$ cat config.mk
export PLATFORM = sky130hd
export DESIGN_NAME = nfid_ram
export DESIGN_NICKNAME = d
export VERILOG_FILES = /design/src/design/nfid_ram.sv
export SDC_FILE = /design/constraint.sdc
export NUM_CORES = 2
export LEC_CHECK = 0
export BUFFER_PORTS_ARGS = -buffer_cell sky130_fd_sc_hd__buf_2
export CORE_MARGIN = 10
export CORE_UTILIZATION = 60
export DETAILED_ROUTE_END_ITERATION = 10
export PLACE_DENSITY = 0.76
export SLEW_MARGIN = 10
export SYNTH_ARGS = -nofsm -noshare
export SYNTH_HDL_FRONTEND = slang
export SYNTH_MEMORY_MAX_BITS = 65536
export SYNTH_SLANG_ARGS = --single-unit
$ cat constraint.sdc
create_clock -name clk -period 8.3 [get_ports clk]
set_clock_uncertainty 0.05 [all_clocks]
set_input_delay 1.66 -clock clk [delete_from_list [all_inputs] [get_ports clk]]
set_output_delay 1.66 -clock clk [all_outputs]
set_load 0.05 [all_outputs]
$ cat src/design/nfid_ram.sv
`default_nettype none

module nfid_ram #(
    parameter int WIDTH = 17,
    parameter int DEPTH = 256,
    parameter int AW    = (DEPTH > 1) ? $clog2(DEPTH) : 1
) (
    input  wire logic             clk,
    input  wire logic             we,
    input  wire logic [AW-1:0]    waddr,
    input  wire logic [WIDTH-1:0] wdata,
    input  wire logic [AW-1:0]    raddr,
    output logic      [WIDTH-1:0] rdata
);

    logic [WIDTH-1:0] mem [DEPTH];

    always_ff @(posedge clk)
    begin
        if (we)
        begin
            mem[waddr] <= wdata;
        end
        rdata <= mem[raddr];
    end

endmodule

`default_nettype wire

==> flow_metrics.env <==
export IMPL_vdd_drop_max_mv=0.192
export IMPL_ys_ff_latch=4369
export IMPL_yosysTopAreaCell="edfxtp_1"
export IMPL_syn2layout_area_growth_pct=11.0
export IMPL_grt_pass1_vias=85400
export IMPL_yosysUniqueCellTypes=74
export IMPL_core_area_um2=282000
export IMPL_synth_cells=7797
export IMPL_rsz0062_at_grt="false"
export IMPL_clkSlewWorstSetupHoldPaths_ns=0.07
export IMPL_status="complete, no violations"
export IMPL_power_leakage_nw=59.6
export IMPL_antenna_found_initial=36
export IMPL_ios=52
export IMPL_slew_viol_final=0
export IMPL_synth_edff_count=4352
export IMPL_max_clock_freq_mhz=177
export IMPL_synth_compound_area_share_pct=2.71
export IMPL_drtPass1Iterations=8
export IMPL_min_period_over_period_pct=67.9
export IMPL_post_cts_setup_buffers=0
export IMPL_hp_class="reg -> reg"
export IMPL_start_util_pct=60.2
export IMPL_synth_area_leaders="edfxtp_1 (77%), mux4_2 (12%), mux2i_1 (3.0%)"
export IMPL_slew_headroom_pct=11.3
export IMPL_die_area_um2=305000
export IMPL_grt_pass1_wl_um=650000
export IMPL_fin_crit_ns=5.63
export IMPL_path_class="in -> reg"
export IMPL_cts_tree="done"
export IMPL_worstPathRequired_ns=9.14
export IMPL_grt_start_max_net_pins=206
export IMPL_tightest_slew_ns=1.32
export IMPL_cts_resized=0
export IMPL_row_count=195
export IMPL_hold_viol=0
export IMPL_wl_um=459000
export IMPL_stdcell_count=12300
export IMPL_setup_viol=0
export IMPL_die_x_um=552
export IMPL_hold_buffers=0
export IMPL_nNetsFinal=8213
export IMPL_drive_gt1_share_pct=24.6
export IMPL_p_per_area_nw_per_um2=241
export IMPL_tns_ns=0
export IMPL_synth_top_family_by_area="multiplexers"
export IMPL_synth_commonest_cells="edfxtp_1 (4352), mux4_2 (897), mux2i_1 (509)"
export IMPL_cts_buffers=422
export IMPL_cp_arrival_ns=6.47
export IMPL_drv_cap=0
export IMPL_path_max_fanout=65
export IMPL_synth_top_area_share_pct=77.0
export IMPL_clock_latency_ns=0.99
export IMPL_place_inst=11500
export IMPL_clock_sinks=4369
export IMPL_synth_mux_area_fraction_pct=15.8
export IMPL_ant_nets=0
export IMPL_yosysWarnings=0
export IMPL_synthAdderAreaFrac_pct=0
export IMPL_synth_seq_area_share_pct=77.2
export IMPL_dr_first_iter_drc_count=14500
export IMPL_synth_most_common_cell="edfxtp_1"
export IMPL_async_flop_share_pct=0
export IMPL_synth_xor_area_share_pct=0
export IMPL_h_tree_depth=5
export IMPL_syn_avg_cell_area_um2=21.8
export IMPL_place_hpwl_um=257000
export IMPL_die_height_um=552
export IMPL_vias=86600
export IMPL_critPathLaunchType="primary input"
export IMPL_grt_ovfl_total=0
export IMPL_syn_area_um2=170000
export IMPL_hold_slack_ns=1.08
export IMPL_drc=0
export IMPL_portBuffers=51
export IMPL_reg2reg_slack_ns=4.58
export IMPL_synth_simple_gate_area_share_pct=2.19
export IMPL_clockBufferDepth=4
export IMPL_track_usage_pct=30.0
export IMPL_synth_flop_cell="edfxtp_1"
export IMPL_cts_root_buf="clkbuf_16"
export IMPL_wl_per_cell_um=37.3
export IMPL_worstSetupEndpointType="flop"
export IMPL_gp_congestion=0.962
export IMPL_viasPerCell=7.04
export IMPL_synth_fp_nets=7832
cell families after synthesis:
group                  Yosys count
flip-flops                    4369
AND/OR/NAND/NOR                836
multiplexers                  1472
AO/OA/AOI/OAI                  649
buffers and inverters          471
report_power, final:
group	internal (mW)	switching (mW)	total [mW]
sequential	24.3	0.0405	24.4
clock	10.4	8.25	18.7
combinational	0.739	1.59	2.33
path summary, 6_finish.rpt:
kind	startpoint	endpoint	cells past startpoint
hold / removal	mem[70][11]$_DFFE_PP_	rdata[11]$_DFF_P_	5
setup / recovery	raddr[1]	rdata[6]$_DFF_P_	9
hold reg to reg	mem[70][11]$_DFFE_PP_	rdata[11]$_DFF_P_	5
setup reg to reg	mem[51][11]$_DFFE_PP_	rdata[11]$_DFF_P_	6
state kept, by name (all words and copies together), names as in the netlist:
register,flops
mem,4352
rdata,17
placed cells by master (no fill, tap or decap), types with 15 or more instances in the layout:
cell | synthesis | routed
clkbuf_16 | 0 | 427
mux2i_1 | 509 | 509
diode_2 | 0 | 16
bufinv_16 | 0 | 27
o221ai_1 | 134 | 134
clkinvlp_4 | 0 | 17
nand3_1 | 65 | 56
mux2_2 | 20 | 20
buf_8 | 30 | 15
nand2_1 | 216 | 215
mux4_2 | 897 | 897
nor3_1 | 109 | 109
a21oi_1 | 108 | 108
buf_4 | 37 | 342
nand4_1 | 21 | 21
o22ai_1 | 186 | 186
nor2_1 | 333 | 202
edfxtp_1 | 4352 | 4352
a211oi_1 | 16 | 16
clkbuf_1 | 150 | 104
o21ai_0 | 42 | 41
nor2_2 | 0 | 129
buf_2 | 95 | 29
dfxtp_1 | 17 | 17
a22oi_1 | 33 | 33
clkinv_2 | 0 | 82
buf_12 | 44 | 30
mux4_1 | 46 | 46
clkinv_1 | 1 | 90
layout make-up:
cell class,count,area [um2]
Antenna cell,16,40.0
Inverter,5,31.3
Fill cell,16900,93500
Multi-Input combinational cell,2957,35500
Tap cell,3743,4680
Sequential cell,4369,131000
Clock buffer,540,11200
Clock inverter,242,2190
Timing Repair Buffer,423,3630
critical path, stage by stage:
cell and delay (ns):
buf_8 0.50, nand2b_4 0.68, buf_4 0.59, o22ai_1 0.53, o22ai_1 0.19, nor4_1 0.63, nand4_1 0.32, nor2_1 0.88
and4_1 0.33
per-layer routing:
layer	wire (um)	global-route usage, %	up-vias
met2	214000	46.2	6922
met5	155	0	-
met1	157000	40.9	44800
met3	62000	8.16	1112
li1	-	-	33700
met4	24900	13.3	22
per-stage QoR:
step / worst slack [ns] / area [um2] / util (%) / total power, mW
final: 2.67 / 188000 / 66.8 / 45.4
after floorplan: 4.38 / 170000 / - / 26.1
after global routing: 2.75 / 188000 / 66.8 / 46.3
after global placement: 1.78 / 175000 / 62.0 / 27.0
after CTS: 3.02 / 188000 / 66.8 / 45.4
after detailed placement: 2.01 / 175000 / 62.1 / 27.1
No activity file was read; power rests on OpenSTA's default activity.
