$ cat config.mk
export PLATFORM = sky130hd
export DESIGN_NAME = nfid_seq
export DESIGN_NICKNAME = d
export VERILOG_FILES = /design/src/design/nfid_pkg.sv /design/src/design/nfid_wrap.sv /design/src/design/nfid_seq.sv
export SDC_FILE = /design/constraint.sdc
export NUM_CORES = 1
export LEC_CHECK = 0
export BUFFER_PORTS_ARGS = -buffer_cell sky130_fd_sc_hd__buf_2
export CORE_ASPECT_RATIO = 0.7
export CORE_MARGIN = 1.5
export CORE_UTILIZATION = 30
export CTS_CLUSTER_DIAMETER = 150
export DETAILED_ROUTE_END_ITERATION = 8
export GPL_TIMING_DRIVEN = 0
export PLACE_DENSITY = 0.48
export SLEW_MARGIN = 5
export SYNTH_ARGS = -nofsm -noshare
export SYNTH_HDL_FRONTEND = slang
export SYNTH_SLANG_ARGS = --single-unit
$ cat constraint.sdc
create_clock -name clk -period 3 [get_ports clk]
set_clock_uncertainty 0.15 [all_clocks]
set_input_delay 0.3 -clock clk [delete_from_list [all_inputs] [get_ports clk]]
set_output_delay 0.3 -clock clk [all_outputs]
set_load 0.02 [all_outputs]
$ cat src/design/nfid_pkg.sv
`default_nettype none

package nfid_pkg;

    localparam int ID_W     = 8;
    localparam int HANDLE_W = 16;
    localparam int SLOT_W   = HANDLE_W + 1;
    localparam int VALID_B  = HANDLE_W;

    localparam logic [1:0] OP_ALLOC   = 2'd0;
    localparam logic [1:0] OP_RELEASE = 2'd1;
    localparam logic [1:0] OP_LOOKUP  = 2'd2;
    localparam logic [1:0] OP_BIND    = 2'd3;

    localparam logic [1:0] STAT_OK    = 2'd0;
    localparam logic [1:0] STAT_FULL  = 2'd1;
    localparam logic [1:0] STAT_RANGE = 2'd2;

    typedef struct packed {
        logic [1:0]          opcode;
        logic [ID_W-1:0]     id_in;
        logic [HANDLE_W-1:0] owner_handle;
    } req_t;

    typedef struct packed {
        logic [1:0]          status;
        logic [ID_W-1:0]     id_out;
        logic                found;
        logic [HANDLE_W-1:0] handle_out;
    } rsp_t;

endpackage

`default_nettype wire

$ cat src/design/nfid_wrap.sv
`default_nettype none

// pointer step: one past cur, back to MIN_ID when outside MIN_ID..MAX_ID
module nfid_wrap #(
    parameter int MAX_ID = 255,
    parameter int MIN_ID = 2,
    parameter int AW     = 8
) (
    input  wire logic [AW-1:0] cur,
    output logic      [AW-1:0] nxt
);

    logic [AW:0] sum;

    always_comb
    begin
        sum = {1'b0, cur} + (AW+1)'(1);
        if (sum > (AW+1)'(MAX_ID) || sum < (AW+1)'(MIN_ID))
        begin
            nxt = AW'(MIN_ID);
        end
        else
        begin
            nxt = sum[AW-1:0];
        end
    end

endmodule

`default_nettype wire

$ cat src/design/nfid_seq.sv
`default_nettype none

module nfid_seq #(
    parameter int MAX_ID    = 255,
    parameter int MIN_ID    = 2,
    parameter int KERNEL_ID = 1,
    parameter int AW        = 8
) (
    input  wire logic                      clk,
    input  wire logic                      rst_n,
    input  wire logic                      req_valid,
    output logic                           req_ready,
    input  wire nfid_pkg::req_t            req,
    output logic                           rsp_valid,
    input  wire logic                      rsp_ready,
    output nfid_pkg::rsp_t                 rsp,
    output logic                           ram_we,
    output logic [AW-1:0]                  ram_waddr,
    output logic [nfid_pkg::SLOT_W-1:0]    ram_wdata,
    output logic [AW-1:0]                  ram_raddr,
    input  wire logic [nfid_pkg::SLOT_W-1:0] ram_rdata
);

    import nfid_pkg::*;

    localparam int NPROBE    = MAX_ID - MIN_ID + 1;
    localparam bit KERNEL_OK = (KERNEL_ID <= MAX_ID);

    typedef enum logic [4:0] {
        S_CLEAR = 5'b00001,
        S_IDLE  = 5'b00010,
        S_PROBE = 5'b00100,
        S_LOOK  = 5'b01000,
        S_DONE  = 5'b10000
    } state_t;

    state_t              state_reg, state_next;
    logic [AW-1:0]       ptr_reg, ptr_next;
    logic [AW-1:0]       p_reg, p_next;
    logic [AW-1:0]       cnt_reg, cnt_next;
    logic [HANDLE_W-1:0] handle_reg, handle_next;
    rsp_t                res_reg, res_next;
    rsp_t                rsp_reg, rsp_next;
    logic                rsp_valid_reg, rsp_valid_next;
    logic [AW-1:0]       p_wrap;
    logic                id_big;

    nfid_wrap #(
        .MAX_ID (MAX_ID),
        .MIN_ID (MIN_ID),
        .AW     (AW)
    ) u_wrap (
        .cur (p_reg),
        .nxt (p_wrap)
    );

    assign req_ready = (state_reg == S_IDLE);
    assign rsp_valid = rsp_valid_reg;
    assign rsp       = rsp_reg;
    assign id_big    = (32'(req.id_in) > 32'(MAX_ID));

    always_comb
    begin
        state_next     = state_reg;
        ptr_next       = ptr_reg;
        p_next         = p_reg;
        cnt_next       = cnt_reg;
        handle_next    = handle_reg;
        res_next       = res_reg;
        rsp_next       = rsp_reg;
        rsp_valid_next = rsp_valid_reg;
        ram_we         = 1'b0;
        ram_waddr      = p_reg;
        ram_wdata      = '0;
        ram_raddr      = p_wrap;

        if (rsp_valid_reg && rsp_ready)
        begin
            rsp_valid_next = 1'b0;
        end

        case (state_reg)
            S_CLEAR:
            begin
                ram_we    = 1'b1;
                ram_waddr = cnt_reg;
                if (cnt_reg == AW'(MAX_ID))
                begin
                    cnt_next   = '0;
                    state_next = S_IDLE;
                end
                else
                begin
                    cnt_next = cnt_reg + AW'(1);
                end
            end
            S_IDLE:
            begin
                ram_raddr = (req.opcode == OP_ALLOC) ? ptr_reg : AW'(req.id_in);
                if (req_valid)
                begin
                    handle_next         = req.owner_handle;
                    res_next.status     = STAT_OK;
                    res_next.id_out     = req.id_in;
                    res_next.found      = 1'b0;
                    res_next.handle_out = '0;
                    state_next          = S_DONE;
                    case (req.opcode)
                        OP_ALLOC:
                        begin
                            p_next     = ptr_reg;
                            cnt_next   = '0;
                            state_next = S_PROBE;
                        end
                        OP_BIND:
                        begin
                            if (KERNEL_OK)
                            begin
                                ram_we          = 1'b1;
                                ram_waddr       = AW'(KERNEL_ID);
                                ram_wdata       = {1'b1, req.owner_handle};
                                res_next.id_out = ID_W'(KERNEL_ID);
                            end
                            else
                            begin
                                res_next.status = STAT_RANGE;
                            end
                        end
                        OP_RELEASE:
                        begin
                            if (id_big)
                            begin
                                res_next.status = STAT_RANGE;
                            end
                            else
                            begin
                                ram_we    = 1'b1;
                                ram_waddr = AW'(req.id_in);
                            end
                        end
                        default:
                        begin
                            if (id_big)
                            begin
                                res_next.status = STAT_RANGE;
                            end
                            else
                            begin
                                state_next = S_LOOK;
                            end
                        end
                    endcase
                end
            end
            S_PROBE:
            begin
                if (!ram_rdata[VALID_B])
                begin
                    ram_we          = 1'b1;
                    ram_waddr       = p_reg;
                    ram_wdata       = {1'b1, handle_reg};
                    res_next.id_out = ID_W'(p_reg);
                    ptr_next        = p_wrap;
                    state_next      = S_DONE;
                end
                else if (cnt_reg == AW'(NPROBE - 1))
                begin
                    res_next.status = STAT_FULL;
                    state_next      = S_DONE;
                end
                else
                begin
                    p_next   = p_wrap;
                    cnt_next = cnt_reg + AW'(1);
                end
            end
            S_LOOK:
            begin
                res_next.found      = ram_rdata[VALID_B];
                res_next.handle_out = ram_rdata[VALID_B] ? ram_rdata[HANDLE_W-1:0] : '0;
                state_next          = S_DONE;
            end
            S_DONE:
            begin
                if (!rsp_valid_reg || rsp_ready)
                begin
                    rsp_next       = res_reg;
                    rsp_valid_next = 1'b1;
                    state_next     = S_IDLE;
                end
            end
            default:
            begin
                state_next = S_IDLE;
            end
        endcase
    end

    always_ff @(posedge clk or negedge rst_n)
    begin
        if (!rst_n)
        begin
            state_reg     <= S_CLEAR;
            ptr_reg       <= AW'(MIN_ID);
            cnt_reg       <= '0;
            rsp_valid_reg <= 1'b0;
        end
        else
        begin
            state_reg     <= state_next;
            ptr_reg       <= ptr_next;
            cnt_reg       <= cnt_next;
            rsp_valid_reg <= rsp_valid_next;
        end
    end

    always_ff @(posedge clk)
    begin
        p_reg      <= p_next;
        handle_reg <= handle_next;
        res_reg    <= res_next;
        rsp_reg    <= rsp_next;
    end

endmodule

`default_nettype wire

==> impl_metrics.prom <==
# TYPE chip_impl_metric gauge
chip_impl_info{name="violations_in_the_final_reports",value="setup timing"} 1
chip_impl_metric{name="synth.lib_cells_used.distinct",unit=""} 62
chip_impl_metric{name="globalRouteMet3Util",unit=""} 0.04681
chip_impl_metric{name="critPathRequiredTime",unit="ns"} 2.55
chip_impl_metric{name="cap_violations",unit=""} 0
chip_impl_metric{name="grt.total_usage",unit=""} 0.1697
chip_impl_metric{name="htree_num_levels",unit=""} 3
chip_impl_metric{name="avgViaCountPerCell",unit=""} 5.201
chip_impl_metric{name="antennaDiodeCount",unit=""} 0
chip_impl_metric{name="fin_total_pwr",unit="W"} 0.006156
chip_impl_metric{name="synth-edff-count",unit=""} 76
chip_impl_metric{name="yosys.area.top_type_share",unit=""} 0.4914
chip_impl_info{name="tritoncts_clock_tree",value="built"} 1
chip_impl_metric{name="detailedPlacementHpwl",unit="mm"} 9.464
chip_impl_metric{name="timing.final.setup_violations",unit=""} 7
chip_impl_metric{name="layout_min_cycle_time",unit="ns"} 3.158
chip_impl_metric{name="post_synth_inst_count",unit=""} 384
chip_impl_metric{name="start_util",unit=""} 0.3116
chip_impl_info{name="yosys.cell_count.top_type",value="sky130_fd_sc_hd__edfxtp_1"} 1
chip_impl_metric{name="detail_route_antenna_nets",unit=""} 0
chip_impl_metric{name="clock_latency_on_the_worst_skew_pair",unit="ns"} 0.35
chip_impl_metric{name="remaining_drc_errors",unit=""} 0
chip_impl_metric{name="postLayoutSetupSlackWorst",unit="ns"} -0.1581
chip_impl_metric{name="cts_made_buffers",unit=""} 9
chip_impl_metric{name="gp_routability_congestion",unit=""} 0.9685
chip_impl_metric{name="core.rowCount",unit=""} 37
chip_impl_metric{name="layout-drive-gt1-share",unit=""} 0.3476
chip_impl_metric{name="timing.final.max_slew_violations",unit=""} 0
chip_impl_metric{name="dp_slack",unit="ns"} -0.4624
chip_impl_metric{name="chip_height",unit="microns"} 107.1
chip_impl_metric{name="worst_setup_hold_path_clk_slew",unit="ns"} 0.08
chip_impl_metric{name="ys_seq_area_frac",unit=""} 0.6105
chip_impl_info{name="setup.worst_path.end_class",value="output pin"} 1
chip_impl_metric{name="design.die.area",unit="sq mm"} 0.01625
chip_impl_info{name="crit_type",value="reg -> out"} 1
chip_impl_metric{name="fin_nets",unit=""} 584
chip_impl_metric{name="avgSynthCellArea",unit="sq um"} 12.09
chip_impl_metric{name="drt-total-wl",unit="mm"} 13.52
chip_impl_metric{name="leakagePower",unit="nW"} 2.517
chip_impl_metric{name="finalHoldViolations",unit=""} 0
chip_impl_info{name="timing.critical_path.from_type",value="register"} 1
chip_impl_metric{name="number_of_global_route_vias_before_repair",unit=""} 3692
chip_impl_metric{name="dr.first_iter.drc_count",unit=""} 353
chip_impl_metric{name="globalRoute.totalOverflow",unit=""} 0
chip_impl_metric{name="core_area",unit="sq mm"} 0.01491
chip_impl_metric{name="critPathMaxFanout",unit=""} 4
chip_impl_info{name="busiest_layer",value="met1"} 1
chip_impl_metric{name="fin_hold_ws",unit="ns"} 0.07357
chip_impl_info{name="outcome",value="complete, but fails checks"} 1
chip_impl_metric{name="worst_ir_drop_vdd",unit="uV"} 514.2
chip_impl_metric{name="ys.warnings.count",unit=""} 0
chip_impl_metric{name="gr-usage-met1",unit=""} 0.2501
chip_impl_info{name="hold_path_class",value="in -> reg"} 1
chip_impl_metric{name="die-width",unit="microns"} 151.7
chip_impl_metric{name="worst_ep_arrival_time",unit="ns"} 2.71
chip_impl_info{name="yosys-top-cells-count",value="sky130_fd_sc_hd__edfxtp_1, sky130_fd_sc_hd__nand2_1, sky130_fd_sc_hd__o21ai_0"} 1
chip_impl_metric{name="syn-cell-area",unit="sq mm"} 0.004644
chip_impl_metric{name="drt-pass1-iter-count",unit=""} 6
chip_impl_metric{name="flop_and_latch_count_out_of_synthesis",unit=""} 98
chip_impl_metric{name="cts.path.max_buffers",unit=""} 2
chip_impl_metric{name="final_min_period_over_clock_period",unit=""} 1.053
chip_impl_metric{name="fmax",unit="MHz"} 316.6
chip_impl_info{name="synthFlopType",value="sky130_fd_sc_hd__edfxtp_1"} 1
chip_impl_metric{name="buffer_ports.inserted",unit=""} 106
chip_impl_metric{name="synthToLayoutAreaGrowth",unit="%"} 33.27
chip_impl_metric{name="power.density",unit="mW/mm^2"} 994.5
chip_impl_metric{name="mappedNetlistNets",unit=""} 435
chip_impl_metric{name="grt_max_degree",unit=""} 23
chip_impl_metric{name="clock_sinks",unit=""} 98
chip_impl_metric{name="max_slew.worst_pin.slew",unit="ns"} 0.8636
chip_impl_metric{name="antenna_found_initial",unit=""} 0
chip_impl_info{name="post-synth-top-area-cell",value="sky130_fd_sc_hd__edfxtp_1"} 1
chip_impl_metric{name="via_count",unit=""} 3812
chip_impl_metric{name="avgRoutedWirePerCell",unit="microns"} 18.45
chip_impl_metric{name="grt_first_pass_wirelength",unit="mm"} 20.47
chip_impl_metric{name="i_o_pin_cnt",unit=""} 110
chip_impl_info{name="synth.area.top_cells",value="sky130_fd_sc_hd__edfxtp_1, sky130_fd_sc_hd__dfrtp_1, sky130_fd_sc_hd__nand2_1, sky130_fd_sc_hd__a22o_1, sky130_fd_sc_hd__o21ai_0"} 1
chip_impl_metric{name="gr-usage-met2",unit=""} 0.2398
chip_impl_info{name="root_buffer",value="sky130_fd_sc_hd__clkbuf_16"} 1
chip_impl_metric{name="synth_async_sr_flop_share",unit=""} 0.2245
chip_impl_info{name="grt_setup_unrepaired",value="true"} 1
chip_impl_metric{name="slew_headroom",unit=""} 0.4237
## final timing paths
kind / start / endpoint / slack, ns / cells past startpoint
worst max-delay path: p_reg[0]$_DFFE_PP_ / ram_raddr[1] / -0.16 / 9
worst min-delay path: ram_rdata[15] / res_reg[15]$_SDFFCE_PN0P_ / 0.07 / 2
worst max register to register: p_reg[0]$_DFFE_PP_ / ptr_reg[0]$_DFFE_PN0P_ / 0.09 / 9
worst min register to register: res_reg[6]$_SDFFCE_PN0P_ / rsp[6]$_DFFE_PP_ / 0.27 / 0
max in group asynchronous: rst_n / state_reg[4]$_DFFE_PN0P_ / 1.94 / 2
min in group asynchronous: rst_n / cnt_reg[2]$_DFFE_PN0P_ / 0.33 / 2
## kinds of logic after synthesis
kind of cell / share of synthesized area
AO/OA/AOI/OAI: 0.1633
flip-flops: 0.6105
AND/OR/NAND/NOR: 0.1546
other: 0.0008074
XOR/XNOR: 0.01131
adder cells (fa/ha/maj): 0.01078
multiplexers: 0.01724
buffers and inverters: 0.03152
## routing by layer
metal  part of all wire  vias to the layer above
met5                  0                        -
met4             0.0069                        0
met3              0.087                       10
met2               0.43                      179
met1               0.48                     1861
li1                   -                     1762
## layout make-up
class | count | area, sq um
clock buffer | 9 | 225.2
tap | 195 | 244.0
sequential | 98 | 2839
timing repair buffer | 138 | 845.8
inverter | 15 | 65.06
buffer | 19 | 111.4
fill | 1475 | 8717
clock inverter | 7 | 93.84
multi-input combinational | 252 | 1765
## where the power goes
part	leakage (nW)	internal, W	switching [W]
Combinational	1.38	0.000973	0.00170
Clock	0.153	0.000672	0.000564
Sequential	0.987	0.00199	0.000256
## worst max-delay path: stages, from the launching register on
cell and delay [ns]:
sky130_fd_sc_hd__edfxtp_1 0.44, sky130_fd_sc_hd__clkbuf_8 0.18, sky130_fd_sc_hd__inv_6 0.06, sky130_fd_sc_hd__ha_4 0.20
sky130_fd_sc_hd__or4_1 0.51, sky130_fd_sc_hd__a211o_1 0.29, sky130_fd_sc_hd__a32oi_4 0.20, sky130_fd_sc_hd__buf_6 0.15
sky130_fd_sc_hd__a2bb2oi_2 0.15, sky130_fd_sc_hd__buf_4 0.16
## stage by stage
step,cells,cell area [sq um],util,setup TNS [ns]
5_1_grt,733,6190,0.4152,-1.893
6_report,733,6190,0.4152,-0.9306
4_1_cts,726,6070,0.4072,-1.066
3_5_place_dp,686,5449,0.3655,-10.84
3_3_place_gp,685,5419,0.3635,-14.12
2_1_floorplan,384,4644,-,0
## what timing repair did
item,in CTS,in global routing
endpoints found under the hold margin,36,0
gates resized for setup,22,15
setup buffers,7,7
hold buffers,17,0
pin swaps,4,5
setup endpoints to repair,55,49
cloned,0,0
## cells in the final DEF, fill, tap and decap left out, types with 3 or more instances in the layout
master | synthesis | routed
sky130_fd_sc_hd__xnor2_1 | 4 | 3
sky130_fd_sc_hd__inv_6 | 0 | 3
sky130_fd_sc_hd__nand3_1 | 17 | 16
sky130_fd_sc_hd__and2_1 | 16 | 16
sky130_fd_sc_hd__nor2_1 | 20 | 18
sky130_fd_sc_hd__o31ai_1 | 3 | 3
sky130_fd_sc_hd__inv_1 | 15 | 13
sky130_fd_sc_hd__a222oi_1 | 7 | 7
sky130_fd_sc_hd__clkbuf_1 | 7 | 4
sky130_fd_sc_hd__nand3b_1 | 4 | 4
sky130_fd_sc_hd__buf_2 | 9 | 112
sky130_fd_sc_hd__o21ai_0 | 24 | 24
sky130_fd_sc_hd__a22o_1 | 17 | 17
sky130_fd_sc_hd__dfrtp_2 | 0 | 3
sky130_fd_sc_hd__edfxtp_1 | 76 | 76
sky130_fd_sc_hd__clkbuf_16 | 0 | 9
sky130_fd_sc_hd__nand4_1 | 4 | 4
sky130_fd_sc_hd__a211o_1 | 3 | 3
sky130_fd_sc_hd__o22ai_1 | 8 | 8
sky130_fd_sc_hd__dfrtp_1 | 20 | 17
sky130_fd_sc_hd__and3_1 | 3 | 3
sky130_fd_sc_hd__mux2i_1 | 8 | 8
sky130_fd_sc_hd__dlygate4sd3_1 | 0 | 17
sky130_fd_sc_hd__or4_1 | 4 | 4
sky130_fd_sc_hd__buf_6 | 0 | 3
sky130_fd_sc_hd__nand2_1 | 47 | 46
sky130_fd_sc_hd__buf_4 | 2 | 17
sky130_fd_sc_hd__nor3_1 | 9 | 9
sky130_fd_sc_hd__a21oi_1 | 5 | 4
(Power assumes the default switching activity.)
